--- src/crt_pkg.sv ---
// ----------------------------------------------------------------------------
// crt_pkg
// Shared types and constants for the CRT reconstruction unit.
// ----------------------------------------------------------------------------
package crt_pkg;

  localparam int MaxPairs = 8;
  localparam int ModBits  = 16;
  localparam int IdxW     = $clog2(MaxPairs);
  localparam int CntW     = $clog2(MaxPairs + 1);
  localparam int DivW     = 34;   // dividend / divisor width of the shared divider
  localparam int DivCntW  = $clog2(DivW + 1);

  typedef enum logic [1:0] {
    ST_OK       = 2'd0,
    ST_NOTCOP   = 2'd1,
    ST_OVERFLOW = 2'd2
  } status_t;

  // datapath operations
  typedef enum logic [3:0] {
    OP_NONE,
    OP_LOAD,        // store pair, update product
    OP_GCD_INIT,    // a = mod[i], b = mod[j]
    OP_GCD_STEP,    // start a % b
    OP_GCD_NEXT,    // a = b, b = remainder
    OP_PART_START,  // start M / m_i
    OP_INV_INIT,    // part captured, start part % m
    OP_EUC_INIT,    // r1 = m, r2 = part % m, t1 = 0, t2 = 1
    OP_EUC_DIV,     // start r1 / r2
    OP_EUC_NEXT,    // rotate Euclid registers (multiply by q)
    OP_COEF_MUL,    // prod = (res mod m) * inv ; start res % m first
    OP_COEF_DIV,    // start prod % m
    OP_ACC_MUL,     // prod = part * coef
    OP_ACC_DIV,     // start (acc + prod) % M
    OP_ACC_TAKE,    // acc = remainder
    OP_CLEAR
  } op_t;

  typedef struct packed {
    op_t             op;
    logic [IdxW-1:0] idx_i;
    logic [IdxW-1:0] idx_j;
  } dp_cmd_t;

  typedef struct packed {
    logic div_busy;
    logic b_zero;     // gcd b operand is zero
    logic a_is_one;   // gcd result is one
    logic r2_zero;    // Euclid remainder is zero
    logic mod_zero;   // modulus i is zero
    logic mod_one;    // modulus i is one
    logic prod_big;   // product >= 2^32
  } dp_stat_t;

endpackage

--- src/crt_divider.sv ---
// ----------------------------------------------------------------------------
// crt_divider
// Restoring divider, one quotient bit per cycle.
// ----------------------------------------------------------------------------
module crt_divider (
  input  logic                      clk,
  input  logic                      rst,
  input  logic                      go,
  input  logic [crt_pkg::DivW-1:0]  dividend,
  input  logic [crt_pkg::DivW-1:0]  divisor,
  output logic                      busy,
  output logic [crt_pkg::DivW-1:0]  quotient,
  output logic [crt_pkg::DivW-1:0]  remainder
);
  import crt_pkg::*;

  logic [DivCntW-1:0] count;
  logic [DivW-1:0]    dvs;
  logic [DivW:0]      trial;
  logic [DivW:0]      shifted;

  assign shifted = {remainder, quotient[DivW-1]};
  assign trial   = shifted - {1'b0, dvs};

  always_ff @(posedge clk) begin
    if (rst) begin
      busy  <= 1'b0;
      count <= '0;
    end else if (go) begin
      busy      <= 1'b1;
      count     <= DivCntW'(DivW);
      quotient  <= dividend;
      remainder <= '0;
      dvs       <= divisor;
    end else if (busy) begin
      if (trial[DivW]) begin
        remainder <= shifted[DivW-1:0];
        quotient  <= {quotient[DivW-2:0], 1'b0};
      end else begin
        remainder <= trial[DivW-1:0];
        quotient  <= {quotient[DivW-2:0], 1'b1};
      end
      count <= count - 1'b1;
      if (count == DivCntW'(1)) busy <= 1'b0;
    end
  end

endmodule

--- src/crt_datapath.sv ---
// ----------------------------------------------------------------------------
// crt_datapath
// Pair stores, product, gcd and extended Euclid registers, accumulator.
// ----------------------------------------------------------------------------
module crt_datapath (
  input  logic             clk,
  input  logic             rst,
  input  crt_pkg::dp_cmd_t cmd,
  input  logic [15:0]      residue,
  input  logic [15:0]      modulus,
  output crt_pkg::dp_stat_t stat,
  output logic [31:0]      acc
);
  import crt_pkg::*;

  logic [15:0]       res_mem [MaxPairs];
  logic [ModBits-1:0] mod_mem [MaxPairs];
  logic [32:0]       product;
  logic [IdxW-1:0]   load_idx;
  logic [CntW-1:0]   load_cnt;

  logic [DivW-1:0]   ga, gb;
  logic [DivW-1:0]   part, coef, mul;
  logic signed [DivW:0] t1, t2;
  logic [DivW-1:0]   r1, r2;

  logic              div_go;
  logic [DivW-1:0]   div_n, div_d, div_q, div_r;
  logic              div_busy;
  logic [ModBits-1:0] mi;
  logic [31:0]       prod_mul;
  logic signed [33:0] qt;

  assign mi = mod_mem[cmd.idx_i];

  crt_divider u_div (
    .clk(clk), .rst(rst), .go(div_go), .dividend(div_n), .divisor(div_d),
    .busy(div_busy), .quotient(div_q), .remainder(div_r)
  );

  always_comb begin
    div_go = 1'b0;
    div_n  = '0;
    div_d  = DivW'(1);
    unique case (cmd.op)
      OP_GCD_STEP:   begin div_go = 1'b1; div_n = ga; div_d = gb; end
      OP_PART_START: begin div_go = 1'b1; div_n = DivW'(product); div_d = DivW'(mi); end
      OP_INV_INIT:   begin div_go = 1'b1; div_n = div_q; div_d = DivW'(mi); end
      OP_EUC_DIV:    begin div_go = 1'b1; div_n = r1; div_d = r2; end
      OP_COEF_MUL:   begin div_go = 1'b1; div_n = DivW'(res_mem[cmd.idx_i]);
                           div_d = DivW'(mi); end
      OP_COEF_DIV:   begin div_go = 1'b1; div_n = DivW'(prod_mul); div_d = DivW'(mi); end
      OP_ACC_DIV:    begin div_go = 1'b1; div_n = DivW'(acc) + mul;
                           div_d = DivW'(product); end
      default: ;
    endcase
  end

  // (res mod m) * inverse, both below the modulus
  assign prod_mul = div_r[15:0] * t1[15:0];
  // quotient and Euclid coefficient both fit in 17 signed bits
  assign qt = $signed({1'b0, div_q[15:0]}) * $signed(t2[16:0]);

  always_ff @(posedge clk) begin
    if (rst) begin
      load_cnt <= '0;
      product  <= 33'd1;
      acc      <= '0;
    end else begin
      unique case (cmd.op)
        OP_LOAD: begin
          if (load_cnt < CntW'(MaxPairs)) begin
            res_mem[load_idx] <= residue;
            mod_mem[load_idx] <= modulus[ModBits-1:0];
            load_cnt <= load_cnt + 1'b1;
            if (!product[32]) begin
              if (product * modulus[ModBits-1:0] > 49'h1_0000_0000)
                product <= 33'h1_0000_0000;
              else
                product <= 33'(product * modulus[ModBits-1:0]);
            end
          end
        end
        OP_GCD_INIT: begin
          ga <= DivW'(mod_mem[cmd.idx_i]);
          gb <= DivW'(mod_mem[cmd.idx_j]);
        end
        OP_GCD_NEXT: begin ga <= gb; gb <= div_r; end
        // start of accumulation for a new set
        OP_PART_START: if (cmd.idx_i == '0) acc <= '0;
        OP_INV_INIT: part <= div_q;
        OP_EUC_INIT: begin
          r1 <= DivW'(mi); r2 <= div_r; t1 <= '0; t2 <= (DivW+1)'(1);
        end
        OP_EUC_NEXT: begin
          r1 <= r2; r2 <= div_r; t1 <= t2;
          t2 <= t1 - (DivW+1)'(qt);
        end
        OP_COEF_MUL: begin
          // inverse fix-up; t1 holds last t before this op
          if (mi == ModBits'(1)) t1 <= '0;
          else if (t1 < 0) t1 <= t1 + $signed({1'b0, DivW'(mi)});
        end
        OP_ACC_MUL:  begin coef <= div_r; end
        OP_ACC_TAKE: acc <= div_r[31:0];
        OP_CLEAR: begin
          load_cnt <= '0;
          product  <= 33'd1;
        end
        default: ;
      endcase
    end
  end

  // multiply for accumulation registered in the cycle after coef capture
  logic acc_mul_d;
  always_ff @(posedge clk) begin
    if (rst) acc_mul_d <= 1'b0;
    else     acc_mul_d <= (cmd.op == OP_ACC_MUL);
  end

  always_ff @(posedge clk) begin
    if (acc_mul_d) mul <= DivW'(part[33:0] * coef[15:0]);
  end

  assign load_idx = load_cnt[IdxW-1:0];

  assign stat.div_busy = div_busy;
  assign stat.b_zero   = (gb == '0);
  assign stat.a_is_one = (ga == DivW'(1));
  assign stat.r2_zero  = (r2 == '0);
  assign stat.mod_zero = (mi == '0);
  assign stat.mod_one  = (mi == ModBits'(1));
  assign stat.prod_big = product[32];

endmodule

--- src/crt_controller.sv ---
// ----------------------------------------------------------------------------
// crt_controller
// Sequencer for loading, coprime check, inverses and accumulation.
// ----------------------------------------------------------------------------
module crt_controller (
  input  logic              clk,
  input  logic              rst,
  input  logic              start,
  input  logic              last_pair,
  input  crt_pkg::dp_stat_t stat,
  output crt_pkg::dp_cmd_t  cmd,
  output logic              busy,
  output logic              done,
  output crt_pkg::status_t  status
);
  import crt_pkg::*;

  typedef enum logic [4:0] {
    S_IDLE, S_ZCHK, S_GINIT, S_GTEST, S_GWAIT, S_GNEXT, S_GDONE, S_PCHK,
    S_PART, S_PWAIT, S_INV, S_IWAIT, S_EINIT, S_ETEST, S_EWAIT, S_ENEXT,
    S_CRES, S_CWAIT, S_CMUL, S_CDIV, S_CDWAIT, S_AMUL, S_AMUL2, S_ADIV,
    S_AWAIT, S_ATAKE, S_NEXTI, S_FINISH
  } state_t;

  state_t          state;
  logic [CntW-1:0] count;
  logic            overfull;
  logic [IdxW-1:0] i, j;
  status_t         result;

  always_comb begin
    cmd.idx_i = i;
    cmd.idx_j = j;
    cmd.op    = OP_NONE;
    unique case (state)
      S_IDLE:   if (start) cmd.op = OP_LOAD;
      S_GINIT:  cmd.op = OP_GCD_INIT;
      S_GTEST:  if (!stat.b_zero) cmd.op = OP_GCD_STEP;
      S_GNEXT:  cmd.op = OP_GCD_NEXT;
      S_PART:   cmd.op = OP_PART_START;
      S_INV:    cmd.op = OP_INV_INIT;
      S_EINIT:  cmd.op = OP_EUC_INIT;
      S_ETEST:  if (!stat.r2_zero) cmd.op = OP_EUC_DIV;
      S_ENEXT:  cmd.op = OP_EUC_NEXT;
      S_CRES:   cmd.op = OP_COEF_MUL;
      S_CMUL:   cmd.op = OP_COEF_DIV;
      S_AMUL:   cmd.op = OP_ACC_MUL;
      S_ADIV:   cmd.op = OP_ACC_DIV;
      S_ATAKE:  cmd.op = OP_ACC_TAKE;
      S_FINISH: cmd.op = OP_CLEAR;
      default:  ;
    endcase
  end

  assign busy = (state != S_IDLE);

  always_ff @(posedge clk) begin
    if (rst) begin
      state    <= S_IDLE;
      count    <= '0;
      overfull <= 1'b0;
      done     <= 1'b0;
      status   <= ST_OK;
      result   <= ST_OK;
      i        <= '0;
      j        <= '0;
    end else begin
      done <= (state == S_FINISH);
      unique case (state)
        S_IDLE: if (start) begin
          if (count < CntW'(MaxPairs)) count <= count + 1'b1;
          else overfull <= 1'b1;
          if (last_pair) begin
            i      <= '0;
            result <= (overfull || count >= CntW'(MaxPairs)) ? ST_OVERFLOW : ST_OK;
            state  <= (overfull || count >= CntW'(MaxPairs)) ? S_FINISH : S_ZCHK;
          end
        end
        S_ZCHK: begin
          if (stat.mod_zero) begin
            result <= ST_NOTCOP; state <= S_FINISH;
          end else if (CntW'(i) + 1'b1 >= count) begin
            i <= '0; j <= IdxW'(1);
            state <= (count > CntW'(1)) ? S_GINIT : S_PCHK;
          end else i <= i + 1'b1;
        end
        S_GINIT: state <= S_GTEST;
        S_GTEST: state <= stat.b_zero ? S_GDONE : S_GWAIT;
        S_GWAIT: if (!stat.div_busy) state <= S_GNEXT;
        S_GNEXT: state <= S_GTEST;
        S_GDONE: begin
          if (!stat.a_is_one) begin
            result <= ST_NOTCOP; state <= S_FINISH;
          end else if (CntW'(j) + 1'b1 < count) begin
            j <= j + 1'b1; state <= S_GINIT;
          end else if (CntW'(i) + 2'd2 < count) begin
            i <= i + 1'b1; j <= i + 2'd2; state <= S_GINIT;
          end else begin
            i <= '0; state <= S_PCHK;
          end
        end
        S_PCHK: begin
          if (stat.prod_big) begin
            result <= ST_OVERFLOW; state <= S_FINISH;
          end else state <= S_PART;
        end
        S_PART:  state <= S_PWAIT;
        S_PWAIT: if (!stat.div_busy) state <= S_INV;
        S_INV:   state <= S_IWAIT;
        S_IWAIT: if (!stat.div_busy) state <= S_EINIT;
        S_EINIT: state <= S_ETEST;
        S_ETEST: state <= stat.r2_zero ? S_CRES : S_EWAIT;
        S_EWAIT: if (!stat.div_busy) state <= S_ENEXT;
        S_ENEXT: state <= S_ETEST;
        S_CRES:  state <= S_CWAIT;
        S_CWAIT: if (!stat.div_busy) state <= S_CMUL;
        S_CMUL:  state <= S_CDWAIT;
        S_CDWAIT: if (!stat.div_busy) state <= S_AMUL;
        S_AMUL:  state <= S_AMUL2;
        S_AMUL2: state <= S_ADIV;
        S_ADIV:  state <= S_AWAIT;
        S_AWAIT: if (!stat.div_busy) state <= S_ATAKE;
        S_ATAKE: state <= S_NEXTI;
        S_NEXTI: begin
          if (CntW'(i) + 1'b1 < count) begin
            i <= i + 1'b1; state <= S_PART;
          end else state <= S_FINISH;
        end
        S_FINISH: begin
          status   <= result;
          count    <= '0;
          overfull <= 1'b0;
          state    <= S_IDLE;
        end
        default: state <= S_IDLE;
      endcase
    end
  end

endmodule

--- src/crt_reconstruct_unit.sv ---
// ----------------------------------------------------------------------------
// crt_reconstruct_unit
// Chinese remainder reconstruction over up to eight 16-bit moduli.
// ----------------------------------------------------------------------------
// Operation: a pair without the last mark is stored and multiplied into the product.
//   After a last pair, each gcd step and each Euclid step costs one pass of the
//   shared bit-serial divider plus sequencing, and each pair five more divider
//   passes; a set with too many pairs goes straight to the overflow result.
// Throughput: one set at a time; start is taken only while busy is low.
// Reset: synchronous; clears the pair count, product, accumulator and sequencer.
module crt_reconstruct_unit (
  input  logic        clk,
  input  logic        rst,
  input  logic        start,
  output logic        busy,
  input  logic [15:0] residue,
  input  logic [15:0] modulus,
  input  logic        last_pair,
  output logic        done,
  output logic [31:0] solution,
  output logic [1:0]  status
);
  import crt_pkg::*;

  dp_cmd_t     cmd;
  dp_stat_t    stat;
  status_t     st;
  logic [31:0] acc;

  crt_controller u_ctrl (
    .clk(clk), .rst(rst), .start(start), .last_pair(last_pair), .stat(stat),
    .cmd(cmd), .busy(busy), .done(done), .status(st)
  );

  crt_datapath u_dp (
    .clk(clk), .rst(rst), .cmd(cmd), .residue(residue), .modulus(modulus),
    .stat(stat), .acc(acc)
  );

  assign status   = st;
  assign solution = (st == ST_OK) ? acc : 32'd0;

endmodule

--- config.mk ---
export PLATFORM = sky130hd
export DESIGN_NAME = crt_reconstruct_unit
export DESIGN_NICKNAME = d
export VERILOG_FILES = /design/src/crt_pkg.sv /design/src/crt_divider.sv /design/src/crt_datapath.sv /design/src/crt_controller.sv /design/src/crt_reconstruct_unit.sv
export SDC_FILE = /design/constraint.sdc
export NUM_CORES = 2
export LEC_CHECK = 0
export BUFFER_PORTS_ARGS = -buffer_cell sky130_fd_sc_hd__buf_2
export CAP_MARGIN = 10
export CORE_MARGIN = 4
export CORE_UTILIZATION = 50
export DETAILED_ROUTE_END_ITERATION = 16
export PLACE_DENSITY = 0.63
export SLEW_MARGIN = 20
export SYNTH_ARGS = -nofsm -noshare
export SYNTH_HDL_FRONTEND = slang
export SYNTH_SLANG_ARGS = --single-unit
--- constraint.sdc ---
create_clock -name clk -period 25.5 [get_ports clk]
set_input_delay 6.375 -clock clk [delete_from_list [all_inputs] [get_ports clk]]
set_output_delay 6.375 -clock clk [all_outputs]
set_load 0.1 [all_outputs]
Word level (Yosys, flattened, before mapping)
Memory sizes are Yosys's and may differ from the RTL's. A register that Yosys moved wholly into a read port is not among the register bits.
Cells that the tools add are included.

word-level totals
  register bits = 490
  bits in writable memories = 256
  input bits = 36
  logic and storage cells = 263
  memories kept = 2

cells by class
  $add $sub $neg = 13
  multipliers = 5
  $lt $le $gt $ge = 10
  equal/unequal tests = 70
  muxes and demuxes = 92
  bitwise logic cells = 1
  reduce and logical (&&, ||, !) cells = 42

memories
  memory        words  bits a word  rd ports  clocked after Yosys merged registers in  wr ports  line                source
  u_dp.mod_mem  8      16           2         2                                        1         crt_datapath.sv:17  logic [ModBits-1:0] mod_mem [MaxPairs];
  u_dp.res_mem  8      16           1         1                                        1         crt_datapath.sv:16  logic [15:0] res_mem [MaxPairs];

operators by type and width
  kind                                                                    count
  34-bit case mux with 7 select lines                                     1
  34-bit case mux with 2 select lines                                     3
  34-bit two-way mux                                                      4
  34-bit case mux with 4 select lines                                     1
  5-bit case mux with 24 select lines                                     1
  35-bit case mux with 3 select lines                                     1
  33-bit two-way mux                                                      3
  5-bit two-way mux                                                       17
  35-bit two-way mux                                                      2
  35-bit case mux with 2 select lines                                     1
  35-bit by 34-bit subtractor with 35-bit output                          2
  34-bit zero test                                                        2
  33-bit case mux with 2 select lines                                     1
  32-bit two-way mux                                                      2
  32-bit case mux with 2 select lines                                     1
  3-bit two-way mux                                                       21
  4-bit case mux with 15 select lines                                     1
  5-bit == test, second input constant                                    11
  49-bit by 33-bit > comparator with 1-bit output, second input constant  1
  33-bit by 16-bit multiplier with 49-bit output                          1
  5-bit by 4-bit == test with 1-bit output, second input constant         8
  35-bit by 17-bit adder with 35-bit output                               1
  35-bit by 1-bit < comparator with 1-bit output, second input constant   1
  32-bit by 34-bit adder with 34-bit output                               1
  57 further kinds                                                        145

Logic depth before layout (Yosys ltp)
  depth after elaboration = 8
  mapped depth = 28

Hierarchy
A second synthesis with hierarchy kept.

unflattened totals
  cell total of the unflattened synthesis = 8346
  area total of the unflattened synthesis = 84367.2 sq um

modules (own cells, without submodules)
  module                times used  cells each  area each (sq um)
  crt_datapath          1           7510        75712.6
  crt_divider           1           551         6202.2
  crt_controller        1           247         1994.4
  crt_reconstruct_unit  1           38          457.9

Least setup slack after synthesis
OpenSTA, ideal clock, no wires.

  path type = input to register
  start = in rst
  end = reg u_dp.r1[0], enable pin
  arrival = 16.365 ns
  required time = 24.683 ns
  path slack = 8.318 ns
  cell stages on the path = 2
  path buffers = 1
  cell sequence = clkbuf_1 nor4_1

on the way
  cells in the longest elaborated chain, start to end = 2

ends and longest elaborated chain
  item                           line                        source
  start, declared                crt_reconstruct_unit.sv:13  input logic rst,
  1-bit NOT (no line)            --
  2-bit AND reduction (no line)  --
  end signal, assigned           crt_datapath.sv:96          r1 <= r2; r2 <= div_r; t1 <= t2;
  end, declared                  crt_datapath.sv:25          logic [DivW-1:0] r1, r2;

No other way between the ends.
A chain may end at the register's enable or synchronous reset.

Worst setup path after layout
  start = in modulus[1]
  end = reg u_dp.product[22]

on the way
  cells in the longest elaborated chain, start to end = 6
  elaborated cells on any way between the ends = 7
  classes of those cells = mul (2); order compare (1); mux (4)

ends and longest elaborated chain
  item                                             line                        source
  start, declared                                  crt_reconstruct_unit.sv:17  input logic [15:0] modulus,
  33-bit by 16-bit multiplier with 49-bit output   crt_datapath.sv:77          if (product * modulus[ModBits-1:0] > 49'h1_0000_0000)
  49-bit by 33-bit > comparator with 1-bit output  crt_datapath.sv:77
  33-bit two-way mux (*)                           crt_datapath.sv:77
  33-bit two-way mux (*)                           crt_datapath.sv:76          if (!product[32]) begin
  33-bit two-way mux (*)                           crt_datapath.sv:72          if (load_cnt < CntW'(MaxPairs)) begin
  33-bit case mux with 2 select lines (*)          crt_datapath.sv:70          unique case (cmd.op)
  end signal, assigned                             crt_datapath.sv:80          product <= 33'(product * modulus[ModBits-1:0]);
  end, declared                                    crt_datapath.sv:18          logic [32:0] product;

Mark *: on every way between the ends. The rest lies on a longest branch, timed or not. The select of a mux whose other input is x is not followed.

==> summary.md <==
| Metric | Value |
|---|---|
| Status | `complete, no violations` |
| Mapped Cells | `8288` |
| Netlist cell types | `89` |
| Post-CTS Resized | `0` |
| DIE WIDTH | `416.2 µm` |
| Wire length per cell | `23.35 µm` |
| Clock H-tree levels | `3` |
| Clk sinks | `752` |
| RSZ-0062 raised after global routing | `no` |
| Hold Path Class | `reg2reg` |
| Max-cap viol count | `0` |
| Synth Area in Compound Gates | `8.230%` |
| Synth warn | `0` |
| GRT overflow | `0` |
| Final period util | `55.04%` |
| R2r startpoint | `u_dp.product[25]$_SDFFE_PP0P_` |
| Share of the yosys chip area belonging to registers | `25.86%` |
| Die Ht | `416.2 µm` |
| Port bufs | `71` |
| Routed WL | `243200 µm` |
| Clock tree buffer depth | `3` |
| Root buffer cell | `clkbuf_16` |
| Final hold violations | `0` |
| Largest net degree at the start of global routing | `74` |
| Worst Skew | `91.98 ps` |
| Fin crit period | `14040 ps` |
| # DRC | `0` |
| Initial DRC count | `5154` |
| Flop-to-flop setup slack | `16900 ps` |
| CP peak stage delay | `880 ps` |
| Global-route wire length before repair | `381100 µm` |
| Setup_tns | `0 ps` |
| Endpoints failing setup | `0` |
| Io pins | `72` |
| Via-to-Cell Ratio | `5.785` |
| Post-Synth Adder-Cell Area | `36.81%` |
| CTS tree | `yes` |
| Clock transition at the registers of the reported paths | `60 ps` |
| R2r endpoint | `u_dp.product[22]$_SDFFE_PP0P_` |
| CP Class | `in2reg` |
| Dpl hpwl | `179600 µm` |
| Std cell rows | `149` |
| Critical Path AT | `14660 ps` |
| CP Launch Point | `modulus[1]` |
| Post-Synth Simple-Gate Area | `14.20%` |
| Avg Synthesized Cell Area | `10.05 µm²` |
| Worst setup EP type | `register` |
| Worst skew pair latency | `740 ps` |
| Most used cell along the critical path | `fa_1` |
| CP endpoint | `u_dp.product[22]$_SDFFE_PP0P_` |
| Via count | `60250` |
| Reg2Reg Depth | `24` |
| Layout cells sized above 1 | `6.350%` |
| Slew HR | `18.63%` |
| DRT Pass-1 Iters | `9` |
| #FFs+latches synth | `752` |
| Post-synthesis mux area share | `3.777%` |
| Final Max Slew Viols | `0` |
| Final Net Count | `9914` |
| Die Area | `173200 µm²` |
| Initial antenna violation count | `12` |
| Worst-Margin Slew | `1219 ps` |
| Hold_buf cts | `0` |
| Vias in the first global route | `63540` |
| Main combinational cell family by area after synthesis | `adder cells` |
| Post-DRT Antenna Nets | `0` |
| Number of setup buffers added after CTS | `0` |
| Maximum clock rate | `71.25 MHz` |
| Area Overhead vs Synth | `6.757%` |
| Final GP Congestion | `0.9559` |
| Top FF cell, synth | `edfxtp_1` |
| Post-synthesis xor/xnor area fraction | `2.565%` |
| CTS Buf Count | `87` |
| Net Count, Synth | `10050` |
| Std-Cell Core Area | `165400 µm²` |
| Total GRT Usage | `28.55%` |
| CP max stage cell | `nor3_4` |
| Hold WS | `456.5 ps` |
| WP data required | `26120 ps` |
| Post-Syn Area | `83310 µm²` |
| Number of synthesized flops with an enable pin | `648` |
| CP Max Fanout | `41` |
| CP Launch Type | `primary input` |
| Synth async-reset ratio | `0%` |
| Starting density of the core | `50.38%` |
stage by stage:
step                      util [%]  instance area (µm²)  instances  setup WS [ps]
final                        53.78                88940      10420          11460
after global routing         53.78                88930      10410          10920
after CTS                    53.74                88870      10410          11530
after detailed placement     51.99                85970      10250          10790
after global placement       51.98                85950      10250          10850
after floorplan                  -                83310       8288           8318
area by class of cell:
type | count | area [µm²]
well taps | 2189 | 2739
flip-flops and latches | 752 | 21560
fillers | 14690 | 76430
inverters | 1457 | 5469
clock inverters | 49 | 568.0
repair buffers | 207 | 1404
clock buffers | 111 | 2328
multi-input cells | 5645 | 54860
diodes | 5 | 12.51
cell families (layout without fill, tap and decap cells):
group / count (synthesis) / in the layout
AO/OA/AOI/OAI: 1010 / 1010
flip-flops: 752 / 752
AND/OR/NAND/NOR: 2468 / 2468
XOR/XNOR: 244 / 244
adder cells (fa/ha/maj): 1729 / 1729
multiplexers: 194 / 194
other: 0 / 5
buffers and inverters: 1891 / 1824
placed cells by master, fill, tap and decap left out, drive strengths merged, types with 12 or more instances in the layout:
cell,synthesis,routed
a211oi,36,36
a21o,109,109
a21oi,284,284
a221oi,32,32
a222oi,45,45
a22o,59,59
a22oi,48,48
a31oi,31,31
and2,590,590
and3,81,81
and4,13,13
buf,36,207
clkbuf,398,111
clkinv,2,36
dfxtp,104,104
edfxtp,648,648
fa,1204,1204
ha,524,524
inv,1455,1459
mux2i,95,95
mux4,96,96
nand2,1115,1115
nand2b,24,24
nand3,52,52
nand4,39,39
nor2,322,322
nor2b,44,44
nor3,59,59
nor4,52,52
o211ai,21,21
o21a,25,25
o21ai,158,158
o21bai,32,32
o22ai,12,12
o31ai,19,19
or2,14,14
or3,26,26
xnor2,162,162
xor2,82,82
state kept, by name (all words and copies together), names as in the netlist, 35 cells and up, named ones only:
| signal | cells |
|---|---|
| u_dp.t1 | 35 |
| u_dp.mod_mem | 128 |
| u_dp.t2 | 35 |
| u_dp.res_mem | 128 |
cell usage after synthesis, drive strengths merged (44+ instances only):
cell type / count / share of area (%)
nand2: 1115 / 5.0
a21oi: 284 / 1.7
dfxtp: 104 / 2.5
xnor2: 162 / 1.7
nor4: 52 / 0.39
a22oi: 48 / 0.43
a22o: 59 / 0.62
ha: 524 / 7.9
edfxtp: 648 / 23
inv: 1455 / 6.6
fa: 1204 / 29
a222oi: 45 / 0.54
and3: 81 / 0.61
nor2b: 44 / 0.33
clkbuf: 398 / 1.8
nor3: 59 / 0.37
mux2i: 95 / 1.1
a21o: 109 / 0.98
xor2: 82 / 0.86
nand3: 52 / 0.31
nor2: 322 / 1.5
mux4: 96 / 2.6
and2: 590 / 4.4
o21ai: 158 / 0.96
how the worst min path moves through the flow:
stage / start / end / slack [ps] / cells past startpoint
CTS: u_dp.u_div.quotient[22]$_DFFE_PP_ / u_dp.part[22]$_DFFE_PP_ / 460 / 0
global route: u_dp.u_div.quotient[22]$_DFFE_PP_ / u_dp.part[22]$_DFFE_PP_ / 480 / 0
detailed placement: u_dp.u_div.quotient[22]$_DFFE_PP_ / u_dp.part[22]$_DFFE_PP_ / 450 / 0
global placement: u_dp.u_div.quotient[32]$_DFFE_PP_ / u_dp.part[32]$_DFFE_PP_ / 450 / 0
finish: u_dp.u_div.quotient[22]$_DFFE_PP_ / u_dp.part[22]$_DFFE_PP_ / 460 / 0
floorplan: u_dp.u_div.quotient[16]$_DFFE_PP_ / u_dp.part[16]$_DFFE_PP_ / 420 / 0
worst max-delay path: cells and delay by family:
kind,cells,cell delay [ps]
AND/OR/NAND/NOR,9,3150
adder cells (fa/ha/maj),7,3470
AO/OA/AOI/OAI,2,500
XOR/XNOR,1,70
buffers and inverters,6,1060
layer usage:
metal / part of all wire [%] / wire length, µm / track usage (%) / vias to the layer above
li1: - / - / - / 26540
met5: 0.023 / 56 / 0 / -
met1: 41 / 99370 / 38.34 / 30780
met3: 8.1 / 19790 / 5.190 / 458
met2: 47 / 113200 / 46.22 / 2466
met4: 4.5 / 10860 / 11.25 / 8
Power is left out: the tool's default activity adds up to more than one toggle a clock period on the data nets, which glitch-free logic cannot reach.
